**src/rtl/fsas_pkg.sv**
```systemverilog
// ----------------------------------------------------------------------------
// fsas_pkg
// Shared codes, reset values and types for the fire seek and aim sequencer.
// ----------------------------------------------------------------------------
package fsas_pkg;

    // Default widths
    localparam int SAMPLE_BITS_DEF = 10;
    localparam int SERVO_BITS_DEF  = 8;

    // Reset values of the configuration registers
    localparam int FIRE_THR_RST     = 500;
    localparam int LINE_THR_RST     = 500;
    localparam int SERVO_MIN_RST    = 62;
    localparam int SERVO_CENTER_RST = 94;
    localparam int SERVO_MAX_RST    = 125;

    // Threshold registers must hold the reset value even at narrow samples
    localparam int THR_RST_BITS = $clog2(FIRE_THR_RST + 1);

    // Configuration register indexes
    localparam int CFG_ADDR_BITS = 3;
    localparam logic [CFG_ADDR_BITS-1:0] REG_FIRE_THR     = 3'd0;
    localparam logic [CFG_ADDR_BITS-1:0] REG_LINE_THR     = 3'd1;
    localparam logic [CFG_ADDR_BITS-1:0] REG_SERVO_MIN    = 3'd2;
    localparam logic [CFG_ADDR_BITS-1:0] REG_SERVO_CENTER = 3'd3;
    localparam logic [CFG_ADDR_BITS-1:0] REG_SERVO_MAX    = 3'd4;

    // Phase codes
    localparam logic [2:0] PH_LINE   = 3'd0;
    localparam logic [2:0] PH_PAN_L  = 3'd1;
    localparam logic [2:0] PH_PAN_R  = 3'd2;
    localparam logic [2:0] PH_TILT_D = 3'd3;
    localparam logic [2:0] PH_TILT_U = 3'd4;
    localparam logic [2:0] PH_PUMP   = 3'd5;

    // Drive bits: bit 1 left, bit 0 right
    localparam logic [1:0] DRIVE_OFF   = 2'd0;
    localparam logic [1:0] DRIVE_RIGHT = 2'd1;
    localparam logic [1:0] DRIVE_LEFT  = 2'd2;
    localparam logic [1:0] DRIVE_BOTH  = 2'd3;

    // Lamp latch: bit 1 up, bit 0 down
    localparam logic [1:0] LAMP_DOWN = 2'd1;
    localparam logic [1:0] LAMP_UP   = 2'd2;

    // Control state that travels between the top level and the step logic
    typedef struct packed {
        logic [2:0] phase;
        logic [1:0] drive;
        logic [1:0] lamps;
    } fsas_ctrl_t;

endpackage

```
**src/rtl/fsas_step.sv**
```systemverilog
// ----------------------------------------------------------------------------
// fsas_step
// Next-state and result logic for one sensor tick.
// ----------------------------------------------------------------------------
module fsas_step
    import fsas_pkg::*;
#(
    parameter int SAMPLE_BITS = SAMPLE_BITS_DEF,
    parameter int SERVO_BITS  = SERVO_BITS_DEF,
    parameter int THR_BITS    = SAMPLE_BITS
) (
    // configuration
    input  logic [THR_BITS-1:0]    fire_thr,
    input  logic [THR_BITS-1:0]    line_thr,
    input  logic [SERVO_BITS-1:0]  servo_min,
    input  logic [SERVO_BITS-1:0]  servo_center,
    input  logic [SERVO_BITS-1:0]  servo_max,
    // sample
    input  logic [SAMPLE_BITS-1:0] line_left,
    input  logic [SAMPLE_BITS-1:0] line_center,
    input  logic [SAMPLE_BITS-1:0] line_right,
    input  logic [SAMPLE_BITS-1:0] flame_mid,
    input  logic [SAMPLE_BITS-1:0] flame_low,
    input  logic [SAMPLE_BITS-1:0] flame_high,
    // current state
    input  fsas_ctrl_t             ctrl,
    input  logic [SERVO_BITS-1:0]  pan_pos,
    input  logic [SERVO_BITS-1:0]  tilt_pos,
    // next state
    output fsas_ctrl_t             ctrl_next,
    output logic [SERVO_BITS-1:0]  pan_pos_next,
    output logic [SERVO_BITS-1:0]  tilt_pos_next,
    // servo commands for this tick
    output logic [SERVO_BITS-1:0]  pan_cmd,
    output logic [SERVO_BITS-1:0]  tilt_cmd
);

    logic line_c_hit, line_l_hit, line_r_hit;
    logic fire_mid, fire_low, fire_high, mid_below;
    logic [SERVO_BITS:0]   pan_inc, tilt_inc;
    logic [SERVO_BITS-1:0] pan_dec, tilt_dec;

    assign line_c_hit = THR_BITS'(line_center) > line_thr;
    assign line_l_hit = THR_BITS'(line_left)   > line_thr;
    assign line_r_hit = THR_BITS'(line_right)  > line_thr;
    assign fire_mid   = THR_BITS'(flame_mid)   > fire_thr;
    assign fire_low   = THR_BITS'(flame_low)   > fire_thr;
    assign fire_high  = THR_BITS'(flame_high)  > fire_thr;
    assign mid_below  = THR_BITS'(flame_mid)   < fire_thr;

    // one extra bit keeps p + 1 exact; p - 1 is only used when p > min
    assign pan_inc  = {1'b0, pan_pos} + 1'b1;
    assign tilt_inc = {1'b0, tilt_pos} + 1'b1;
    assign pan_dec  = pan_pos - 1'b1;
    assign tilt_dec = tilt_pos - 1'b1;

    always_comb begin
        ctrl_next     = ctrl;
        pan_pos_next  = pan_pos;
        tilt_pos_next = tilt_pos;
        pan_cmd       = pan_pos;
        tilt_cmd      = tilt_pos;

        unique case (ctrl.phase)
            PH_LINE: begin
                if (line_c_hit) begin
                    ctrl_next.drive = DRIVE_BOTH;
                end else if (line_l_hit) begin
                    ctrl_next.drive = DRIVE_RIGHT;
                end else if (line_r_hit) begin
                    ctrl_next.drive = DRIVE_LEFT;
                end else begin
                    ctrl_next.drive = DRIVE_OFF;
                    ctrl_next.phase = PH_PAN_L;
                end
            end
            PH_PAN_L, PH_PAN_R: begin
                if ((ctrl.phase == PH_PAN_L) ? (pan_pos < servo_max)
                                             : (pan_pos > servo_min)) begin
                    // flame priority: middle, bottom, top
                    if (fire_mid) begin
                        ctrl_next.phase = PH_PUMP;
                    end else if (fire_low) begin
                        ctrl_next.lamps = ctrl.lamps | LAMP_DOWN;
                        tilt_pos_next   = servo_center;
                        ctrl_next.phase = PH_TILT_D;
                    end else if (fire_high) begin
                        ctrl_next.lamps = ctrl.lamps | LAMP_UP;
                        tilt_pos_next   = servo_center;
                        ctrl_next.phase = PH_TILT_U;
                    end else if (ctrl.phase == PH_PAN_L) begin
                        if (pan_inc < {1'b0, servo_max}) begin
                            pan_pos_next = pan_inc[SERVO_BITS-1:0];
                        end else begin
                            ctrl_next.phase = PH_PAN_R;
                        end
                    end else begin
                        if (pan_dec > servo_min) begin
                            pan_pos_next = pan_dec;
                        end else begin
                            ctrl_next.phase = PH_PAN_L;
                        end
                    end
                end else begin
                    // at or past the limit: turn around only
                    ctrl_next.phase = (ctrl.phase == PH_PAN_L) ? PH_PAN_R : PH_PAN_L;
                end
            end
            PH_TILT_D: begin
                if (tilt_pos > servo_min) begin
                    if (fire_mid) begin
                        ctrl_next.phase = PH_PUMP;
                    end else if (tilt_dec > servo_min) begin
                        tilt_pos_next = tilt_dec;
                    end else begin
                        tilt_pos_next = servo_center;
                    end
                end else begin
                    tilt_pos_next = servo_center;
                end
            end
            PH_TILT_U: begin
                if (tilt_pos < servo_max) begin
                    if (fire_mid) begin
                        ctrl_next.phase = PH_PUMP;
                    end else if (tilt_inc < {1'b0, servo_max}) begin
                        tilt_pos_next = tilt_inc[SERVO_BITS-1:0];
                    end else begin
                        tilt_pos_next = servo_center;
                    end
                end else begin
                    tilt_pos_next = servo_center;
                end
            end
            PH_PUMP: begin
                if (mid_below) begin
                    ctrl_next.phase = PH_LINE;
                    ctrl_next.lamps = '0;
                    tilt_pos_next   = servo_center;
                end
            end
            default: begin
                // unused codes fall back to line follow
                ctrl_next.phase = PH_LINE;
                ctrl_next.lamps = '0;
                tilt_pos_next   = servo_center;
            end
        endcase

        // commands show the visited position while a sweep is inside its range
        if ((ctrl.phase == PH_PAN_L && pan_pos < servo_max) ||
            (ctrl.phase == PH_PAN_R && pan_pos > servo_min)) begin
            pan_cmd = pan_pos;
        end
        if ((ctrl.phase == PH_TILT_D && tilt_pos > servo_min) ||
            (ctrl.phase == PH_TILT_U && tilt_pos < servo_max)) begin
            tilt_cmd = tilt_pos;
        end
    end

endmodule

```
**src/rtl/fire_seek_and_aim_sequencer.sv**
```systemverilog
// ----------------------------------------------------------------------------
// fire_seek_and_aim_sequencer
// Line follow, pan and tilt flame search and pump control, one result per
// sensor tick.
// ----------------------------------------------------------------------------
//  channel | ports                         | transfer when
//  --------+-------------------------------+---------------------------
//  input   | s_valid/s_ready, s_*_level    | s_valid & s_ready
//  result  | m_valid/m_ready, m_* fields   | m_valid & m_ready
//  config  | cfg_wen, cfg_addr, cfg_wdata  | cfg_wen (no wait)
//
//  Path: an input transfer goes to the sample register, then to the result
//  register; one tick per cycle sustained while results are taken.
//  The tick logic is a handful of compares plus increments and decrements on
//  the servo positions between the sample register and the result register.
//  Reset (aresetn low, synchronous) empties both stages, loads the register
//  reset values and puts the sequencer in line follow, servos centered.
//  A stalled result holds in its register; the sample stage still moves in
//  when the result register frees in the same cycle, so no bubble appears.
// ----------------------------------------------------------------------------
module fire_seek_and_aim_sequencer
    import fsas_pkg::*;
#(
    parameter int SAMPLE_BITS = SAMPLE_BITS_DEF,
    parameter int SERVO_BITS  = SERVO_BITS_DEF,
    localparam int CFG_BITS   = (SAMPLE_BITS > SERVO_BITS) ? SAMPLE_BITS : SERVO_BITS
) (
    input  logic                     aclk,
    input  logic                     aresetn,

    // configuration write port
    input  logic                     cfg_wen,
    input  logic [CFG_ADDR_BITS-1:0] cfg_addr,
    input  logic [CFG_BITS-1:0]      cfg_wdata,

    // sample input
    input  logic                     s_valid,
    output logic                     s_ready,
    input  logic [SAMPLE_BITS-1:0]   s_line_left_level,
    input  logic [SAMPLE_BITS-1:0]   s_line_center_level,
    input  logic [SAMPLE_BITS-1:0]   s_line_right_level,
    input  logic [SAMPLE_BITS-1:0]   s_flame_mid_level,
    input  logic [SAMPLE_BITS-1:0]   s_flame_low_level,
    input  logic [SAMPLE_BITS-1:0]   s_flame_high_level,

    // result output
    output logic                     m_valid,
    input  logic                     m_ready,
    output logic                     m_drive_left,
    output logic                     m_drive_right,
    output logic [SERVO_BITS-1:0]    m_pan_width,
    output logic [SERVO_BITS-1:0]    m_tilt_width,
    output logic                     m_search_lamp,
    output logic                     m_aim_up_lamp,
    output logic                     m_aim_down_lamp,
    output logic                     m_pump_on,
    output logic [2:0]               m_phase
);

    // Thresholds keep at least enough bits for their reset value, so a
    // narrow sample width never truncates the default.
    localparam int THR_BITS = (SAMPLE_BITS > THR_RST_BITS) ? SAMPLE_BITS : THR_RST_BITS;

    // ---------------- configuration registers ----------------
    logic [THR_BITS-1:0]   fire_thr_reg, line_thr_reg;
    logic [SERVO_BITS-1:0] servo_min_reg, servo_center_reg, servo_max_reg;

    always_ff @(posedge aclk) begin
        if (!aresetn) begin
            fire_thr_reg     <= THR_BITS'(FIRE_THR_RST);
            line_thr_reg     <= THR_BITS'(LINE_THR_RST);
            servo_min_reg    <= SERVO_BITS'(SERVO_MIN_RST);
            servo_center_reg <= SERVO_BITS'(SERVO_CENTER_RST);
            servo_max_reg    <= SERVO_BITS'(SERVO_MAX_RST);
        end else if (cfg_wen) begin
            unique case (cfg_addr)
                REG_FIRE_THR:     fire_thr_reg     <= THR_BITS'(cfg_wdata[SAMPLE_BITS-1:0]);
                REG_LINE_THR:     line_thr_reg     <= THR_BITS'(cfg_wdata[SAMPLE_BITS-1:0]);
                REG_SERVO_MIN:    servo_min_reg    <= cfg_wdata[SERVO_BITS-1:0];
                REG_SERVO_CENTER: servo_center_reg <= cfg_wdata[SERVO_BITS-1:0];
                REG_SERVO_MAX:    servo_max_reg    <= cfg_wdata[SERVO_BITS-1:0];
                default: ;  // writes past the list are dropped
            endcase
        end
    end

    // ---------------- handshake ----------------
    logic in_valid_reg;
    logic out_valid_reg;
    logic out_free;   // result register can take a value this cycle
    logic advance;    // sample stage moves into the result register

    assign out_free = !out_valid_reg || m_ready;
    assign advance  = in_valid_reg && out_free;
    assign s_ready  = !in_valid_reg || out_free;

    // ---------------- sample register ----------------
    logic [SAMPLE_BITS-1:0] ll_reg, lc_reg, lr_reg, fm_reg, fl_reg, fh_reg;

    always_ff @(posedge aclk) begin
        if (!aresetn) begin
            in_valid_reg <= 1'b0;
        end else if (s_ready) begin
            in_valid_reg <= s_valid;
        end
    end

    always_ff @(posedge aclk) begin
        if (s_valid && s_ready) begin
            ll_reg <= s_line_left_level;
            lc_reg <= s_line_center_level;
            lr_reg <= s_line_right_level;
            fm_reg <= s_flame_mid_level;
            fl_reg <= s_flame_low_level;
            fh_reg <= s_flame_high_level;
        end
    end

    // ---------------- sequencer state ----------------
    fsas_ctrl_t            ctrl_reg, ctrl_next;
    logic [SERVO_BITS-1:0] pan_pos_reg, pan_pos_next;
    logic [SERVO_BITS-1:0] tilt_pos_reg, tilt_pos_next;
    logic [SERVO_BITS-1:0] pan_cmd, tilt_cmd;

    fsas_step #(
        .SAMPLE_BITS (SAMPLE_BITS),
        .SERVO_BITS  (SERVO_BITS),
        .THR_BITS    (THR_BITS)
    ) u_step (
        .fire_thr      (fire_thr_reg),
        .line_thr      (line_thr_reg),
        .servo_min     (servo_min_reg),
        .servo_center  (servo_center_reg),
        .servo_max     (servo_max_reg),
        .line_left     (ll_reg),
        .line_center   (lc_reg),
        .line_right    (lr_reg),
        .flame_mid     (fm_reg),
        .flame_low     (fl_reg),
        .flame_high    (fh_reg),
        .ctrl          (ctrl_reg),
        .pan_pos       (pan_pos_reg),
        .tilt_pos      (tilt_pos_reg),
        .ctrl_next     (ctrl_next),
        .pan_pos_next  (pan_pos_next),
        .tilt_pos_next (tilt_pos_next),
        .pan_cmd       (pan_cmd),
        .tilt_cmd      (tilt_cmd)
    );

    // State commits only when a tick moves into the result register.
    always_ff @(posedge aclk) begin
        if (!aresetn) begin
            ctrl_reg     <= '{phase: PH_LINE, drive: DRIVE_OFF, lamps: 2'b00};
            pan_pos_reg  <= SERVO_BITS'(SERVO_CENTER_RST);
            tilt_pos_reg <= SERVO_BITS'(SERVO_CENTER_RST);
        end else if (advance) begin
            ctrl_reg     <= ctrl_next;
            pan_pos_reg  <= pan_pos_next;
            tilt_pos_reg <= tilt_pos_next;
        end
    end

    // ---------------- result register ----------------
    fsas_ctrl_t            res_ctrl_reg;
    logic [SERVO_BITS-1:0] res_pan_reg, res_tilt_reg;

    always_ff @(posedge aclk) begin
        if (!aresetn) begin
            out_valid_reg <= 1'b0;
        end else if (out_free) begin
            out_valid_reg <= in_valid_reg;
        end
    end

    always_ff @(posedge aclk) begin
        if (advance) begin
            res_ctrl_reg <= ctrl_next;
            res_pan_reg  <= pan_cmd;
            res_tilt_reg <= tilt_cmd;
        end
    end

    assign m_valid         = out_valid_reg;
    assign m_drive_left    = res_ctrl_reg.drive[1];
    assign m_drive_right   = res_ctrl_reg.drive[0];
    assign m_pan_width     = res_pan_reg;
    assign m_tilt_width    = res_tilt_reg;
    assign m_search_lamp   = (res_ctrl_reg.phase == PH_PAN_L) ||
                             (res_ctrl_reg.phase == PH_PAN_R);
    assign m_aim_up_lamp   = res_ctrl_reg.lamps[1];
    assign m_aim_down_lamp = res_ctrl_reg.lamps[0];
    assign m_pump_on       = (res_ctrl_reg.phase == PH_PUMP);
    assign m_phase         = res_ctrl_reg.phase;

endmodule

```
**config.mk**
```make
export PLATFORM = sky130hd
export DESIGN_NAME = fire_seek_and_aim_sequencer
export DESIGN_NICKNAME = d
export VERILOG_FILES = /design/src/rtl/fsas_pkg.sv /design/src/rtl/fsas_step.sv /design/src/rtl/fire_seek_and_aim_sequencer.sv
export SDC_FILE = /design/constraint.sdc
export NUM_CORES = 1
export LEC_CHECK = 0
export BUFFER_PORTS_ARGS = -buffer_cell sky130_fd_sc_hd__buf_2
export CORE_MARGIN = 3
export CORE_UTILIZATION = 40
export DETAILED_ROUTE_END_ITERATION = 10
export GPL_ROUTABILITY_DRIVEN = 1
export MAX_ROUTING_LAYER = met4
export PLACE_DENSITY = 0.66
export SLEW_MARGIN = 20
export SYNTH_ARGS = -nofsm -noshare
export SYNTH_HDL_FRONTEND = slang
export SYNTH_SLANG_ARGS = --single-unit
```
**constraint.sdc**
```tcl
create_clock -name aclk -period 3.4 [get_ports aclk]
set_clock_uncertainty 0.05 [all_clocks]
set_input_delay 0.68 -clock aclk [delete_from_list [all_inputs] [get_ports aclk]]
set_output_delay 0.68 -clock aclk [all_outputs]
set_load 0.02 [all_outputs]
```
==> results.ini, run 1 <==
[outcome]
status=finished, final reports clean

[sta]
rsz0062_at_grt=yes
tns_ps=0
maxSlewViolCount=0
setup_viol=0
fin_crit_ps=3350
worst_pin_slew_ps=718
relSlewSlack=0.521
setup_ws_ps=48.4
hold_violations=0
fmaxAchievable_mhz=298
fin_crit_sh=0.986
hold_ws_ps=367

[global_routing]
grt_pass1_wl_um=37500
track_usage=0.202
grt.overflow.total=0
grt_pass1_vias=7106
grt_antenna_before_repair=0
grt_max_degree=61

[placement]
dpl.hpwl_um=17400
io_buffers=104
detailed_place.area_um2=9940
gp_congestion=0.915
dp_cells=1280
place_ws_ps=-54.5

[min_path]
hold_depth=1
hold_end=lc_reg[2]
hp-start=s_line_center_level[2]
min_path_type=in2reg

[critical_path]
cp_cell_sequence=ha_4, nand2_2, nor2_1, nand2_1, xnor2_1, ha_1, a21oi_2, a21boi_1, a2111o_1, a22o_1, or3_4, nor4_4, mux2_4
critPathRequiredTime_ps=3670
reg2reg_to=pan_pos_reg[3]
arrival_ps=3620
r2r-start=pan_pos_reg[0]
critical_path.startpoint_type=flop
worst_r2r_path_depth=13
cp_slowest_cell=a2111o_1
cp-end-kind=flop
crit_fanout=6
cp_slowest_stage_delay_ps=450
reg2reg_slack_ps=50
critPathKind=reg2reg

[logic_synthesis]
synth-seq-area-share=0.436
syn_inst=891
yosysWarningCount=0
synth_area_leaders=edfxtp_1, ha_1, dfxtp_1
yosys.area.top_type_share=0.281
ys_ff_latch=152
syn_area_um2=8880
syn_area_per_cell_um2=9.96
synth_top_flop_cell=edfxtp_1
synth_edf_count=83
synth_cell_type_count=69
async_reset_ff_frac=0
synth_largest_area_cell=edfxtp_1
synth_nets=1093

[cells_and_area]
fillers=1964
nNetsFinal=1233
final_util=0.504
drive_gt1_frac=0.212
fin_area_um2=10800
syn2layout_area_growth_pct=21.5
finalNonFillerCells=1319
diodes=0

[floorplanning]
num_rows=53
start_util=0.414
die_area_um2=24000
core_area_um2=21400
fp.dieH_um=155
pin_count=105
die_w_um=155

[routing]
wl_met1_um=10700
post_drt_wl_per_cell_um=17.7
highest_layer=met4
drt_iter0_markers=519
wl_met2_um=10700
drt_pass1_iterations=5
met3WireLength_um=1450
antenna_left=0
vias_per_cell=5.46
num_vias=7197
routed_wl_um=23300
drc=0

[clock_network]
cts_tree=yes
clk_path_buf_depth=2
hold_buffers=0
ctsHtreeMaxLevel=4
clk_latency_ps=430
path_clk_slew_ps=70
clkSinkCount=152
numCtsBuffers=17
cts_root_buffer=clkbuf_16

[power]
max-vdd-ir-drop_mv=0.339
p_leak_nw=4.59
power.total_mw=4.69
powerDensity_nw_per_um2=435

[flow_run]
cap_violations=0

## per-layer routing
metal | track usage | up-vias
met5 | - | -
met4 | 0.0635 | 0
met3 | 0.0381 | 40
met2 | 0.311 | 235
met1 | 0.271 | 3311
li1 | - | 3611
## worst max-delay path by stage
| stage | end | depth (start not counted) | slack (ps) | start |
|---|---|---|---|---|
| 2_1_floorplan | pan_pos_reg[3] | 14 | 10 | pan_pos_reg[3] |
| 3_3_place_gp | pan_pos_reg[3] | 13 | 30 | pan_pos_reg[0] |
| 3_5_place_dp | pan_pos_reg[3] | 13 | -50 | pan_pos_reg[0] |
| 4_1_cts | pan_pos_reg[3] | 13 | 4 | pan_pos_reg[1] |
| 5_1_grt | pan_pos_reg[3] | 13 | -40 | pan_pos_reg[0] |
| 6_report | pan_pos_reg[3] | 13 | 50 | pan_pos_reg[0] |
## synth_stat cells, types with 3 or more instances
cell	instances
o21ai_1	6
and3_1	8
a211o_1	3
a21oi_1	53
or3_1	4
edfxtp_1	83
clkbuf_1	27
a21boi_0	3
and4_1	3
nand3_1	25
xor2_1	16
nor3b_1	3
nand4_1	19
o21ai_0	37
a21o_1	3
nor2_1	38
o21bai_1	3
and3b_1	5
nand2_1	112
nor3_1	15
and2_1	3
xnor2_1	10
ha_1	124
a221oi_1	4
or4_1	5
o21a_1	7
o31a_1	4
dfxtp_1	69
inv_1	56
o211ai_1	31
a211oi_1	14
mux2i_1	3
nor2b_1	14
a31oi_1	13
buf_2	3
nand2b_1	12
a311oi_1	3
o31ai_1	6
mux2_1	3
nor4_1	6
## final cells by class
type / instances / area, um2 / share of cell area
repair buffers: 152 / 893 / 0.0828
clock buffers: 17 / 425 / 0.0394
flip-flops and latches: 152 / 3880 / 0.360
clock inverters: 15 / 206 / 0.0191
multi-input cells: 652 / 4820 / 0.447
well taps: 275 / 344 / 0.0319
inverters: 56 / 210 / 0.0195
## what timing repair did
action	CTS	global route
pin swaps	0	16
setup endpoints to repair	2	14
buffers inserted	0	7
cloned	0	0
hold endpoints to repair	0	0
gates resized for setup	1	39
## power breakdown
part	switching (mW)	internal [mW]
clock network	0.860	1.19
registers	0.0458	2.02
logic	0.346	0.226
## critical path, delay by kind of cell (launching register included)
family / cells / cell delay, ps
simple gates: 5 / 910
compound gates: 4 / 900
flops: 1 / 410
mux: 1 / 320
xor+xnor: 1 / 160
fa+ha+maj: 2 / 480
## logic make-up (layout without fill, tap and decap cells)
logic type | Yosys count | after routing | synth area share
AND/OR/NAND/NOR | 277 | 277 | 0.152
XOR/XNOR | 26 | 26 | 0.0257
buffers and inverters | 87 | 240 | 0.0372
flip-flops | 152 | 152 | 0.436
adder cells (fa/ha/maj) | 124 | 124 | 0.175
multiplexers | 6 | 6 | 0.00719
AO/OA/AOI/OAI | 219 | 219 | 0.167
## cell usage in the layout (no fill, tap or decap), types with 4 or more instances in the layout
| cell | Yosys | layout |
|---|---|---|
| inv_8 | 0 | 5 |
| buf_4 | 0 | 47 |
| o211ai_1 | 31 | 31 |
| or4_1 | 5 | 4 |
| o31ai_1 | 6 | 5 |
| a31oi_1 | 13 | 13 |
| nand2b_1 | 12 | 12 |
| nor2b_1 | 14 | 14 |
| edfxtp_1 | 83 | 83 |
| and3b_1 | 5 | 5 |
| dfxtp_1 | 69 | 66 |
| o21a_1 | 7 | 6 |
| inv_6 | 0 | 4 |
| xnor2_1 | 10 | 10 |
| o21ai_0 | 37 | 36 |
| nor2_1 | 38 | 36 |
| clkbuf_16 | 0 | 17 |
| o21ai_1 | 6 | 7 |
| a211oi_1 | 14 | 14 |
| o31a_1 | 4 | 4 |
| nand2_1 | 112 | 110 |
| ha_1 | 124 | 122 |
| a21oi_1 | 53 | 51 |
| nand3_1 | 25 | 24 |
| and3_1 | 8 | 8 |
| buf_2 | 3 | 104 |
| nor3_1 | 15 | 11 |
| xor2_1 | 16 | 16 |
| inv_1 | 56 | 54 |
| nand4_1 | 19 | 19 |
Note: power is estimated with default switching activity, not from simulation.
==> run 2, diff against run 1 <==
Settings changed: CORE_ASPECT_RATIO from default to 0.8.
==> run 2 against run 1 <==
  * Global-route usage is 0.20 points higher
  * Count of clock-buffer cells in the layout unchanged
  * Worst hold slack improved by 8.8 ps
  * Cell area up 0.12%
  * Register-to-register slack gained 20 ps
  * Wire length grew 1.9%
  * Highest routed layer unchanged
  * Sequential power is essentially flat
==> results.ini, run 2 (same netlist as run 1, synthesis figures left out) <==
[outcome]
status=finished, final reports clean

[clock_network]
clkSinkCount=152
cts_tree=yes
hold_buffers=0
ctsHtreeMaxLevel=4
clk_path_buf_depth=2
clk_latency_ps=430
cts_root_buffer=clkbuf_16
path_clk_slew_ps=70
numCtsBuffers=17

[sta]
hold_violations=0
fmaxAchievable_mhz=300
setup_ws_ps=66.5
setup_viol=0
relSlewSlack=0.505
fin_crit_sh=0.980
worst_pin_slew_ps=737
hold_ws_ps=375
maxSlewViolCount=0
fin_crit_ps=3330
rsz0062_at_grt=yes

[min_path]
hp-start=s_line_right_level[4]
hold_depth=1
min_path_type=in2reg

[power]
max-vdd-ir-drop_mv=0.276
powerDensity_nw_per_um2=419
power.total_mw=4.53
p_leak_nw=4.55

[cells_and_area]
syn2layout_area_growth_pct=21.6
finalNonFillerCells=1347
final_cell_mix=ha_1, nand2_1, buf_2
drive_gt1_frac=0.216
nNetsFinal=1236
final_util=0.498
final_common_cell=ha_1

[floorplanning]
die_w_um=173
die_area_um2=24000
pin_count=105
fp.dieH_um=139
start_util=0.409
num_rows=48
core_area_um2=21700

[global_routing]
grt.overflow.total=0
grt_antenna_before_repair=1
grt_pass1_vias=7142
grt_pass1_wl_um=37900
grt_max_degree=47
track_usage=0.204

[routing]
drt_pass1_iterations=5
post_drt_wl_per_cell_um=17.7
vias_per_cell=5.39
routed_wl_um=23800
drc=0
num_vias=7256
drt_iter0_markers=557
antenna_left=0

[placement]
gp_congestion=0.933
dp_cells=1308
dpl.hpwl_um=17800
place_ws_ps=-20.1
io_buffers=104

[critical_path]
cp-end-kind=flop
worst_r2r_path_depth=13
arrival_ps=3640
crit_fanout=6
critPathKind=reg2reg
r2r-start=pan_pos_reg[0]
critPathRequiredTime_ps=3700
critical_path.startpoint_type=flop
startpoint=pan_pos_reg[0]

[flow_run]
cap_violations=0

==> run 2: cell type report <==
class / count / area (um2)
multi-input combinational: 652 / 4840
timing repair buffer: 155 / 903
sequential: 152 / 3890
clock inverter: 14 / 154
tap: 300 / 375
antenna: 1 / 2.50
inverter: 56 / 210
fill: 2015 / 10900
clock buffer: 17 / 425
==> run 2: worst paths after layout <==
path	endpoint	slack (ps)
max	pan_pos_reg[7]	70
min	lr_reg[4]	380
max reg2reg	pan_pos_reg[7]	70
min reg2reg	fire_thr_reg[9]	410
==> run 2: through the flow <==
| stage | TNS [ps] | instance area [um2] |
|---|---|---|
| floorplan | 0 | 8880 |
| global placement | 0 | 9980 |
| detailed placement | -20.1 | 9980 |
| CTS | 0 | 10600 |
| global route | -184 | 10800 |
| finish | 0 | 10800 |
==> run 2: metal layers <==
metal  track usage  up-vias  routed length [um]
li1              -     3610                   -
met1         0.281     3396               11400
met2         0.311      220               10600
met3        0.0464       30                1530
met4        0.0427        0                 334
met5             -        -                   0
==> run 2: where the power goes <==
part | leakage [nW] | internal, mW | switching [mW] | total (mW)
Clock | 0.273 | 1.04 | 0.852 | 1.89
Combinational | 2.94 | 0.226 | 0.346 | 0.572
Sequential | 1.34 | 2.02 | 0.0457 | 2.07
Total | 4.55 | 3.28 | 1.24 | 4.53
==> run 2: timing repair <==
| item | in CTS | in global routing |
|---|---|---|
| setup endpoints to repair | 1 | 14 |
| setup buffers | 0 | 7 |
| endpoints found under the hold margin | 0 | 0 |
| gates cloned | 0 | 0 |
| pin swaps | 0 | 17 |
| resized for setup | 1 | 46 |
==> run 2: critical path: stages (launching register included) <==
cell and delay (ps):
dfxtp_4 400, ha_4 150, nand2_4 50, nor2_4 80
nand2_2 80, xnor2_2 150, ha_1 340, a21oi_2 130
a21boi_1 80, a2111o_1 460, a22o_1 250, or3_4 400
or4_4 520, a21oi_2 120
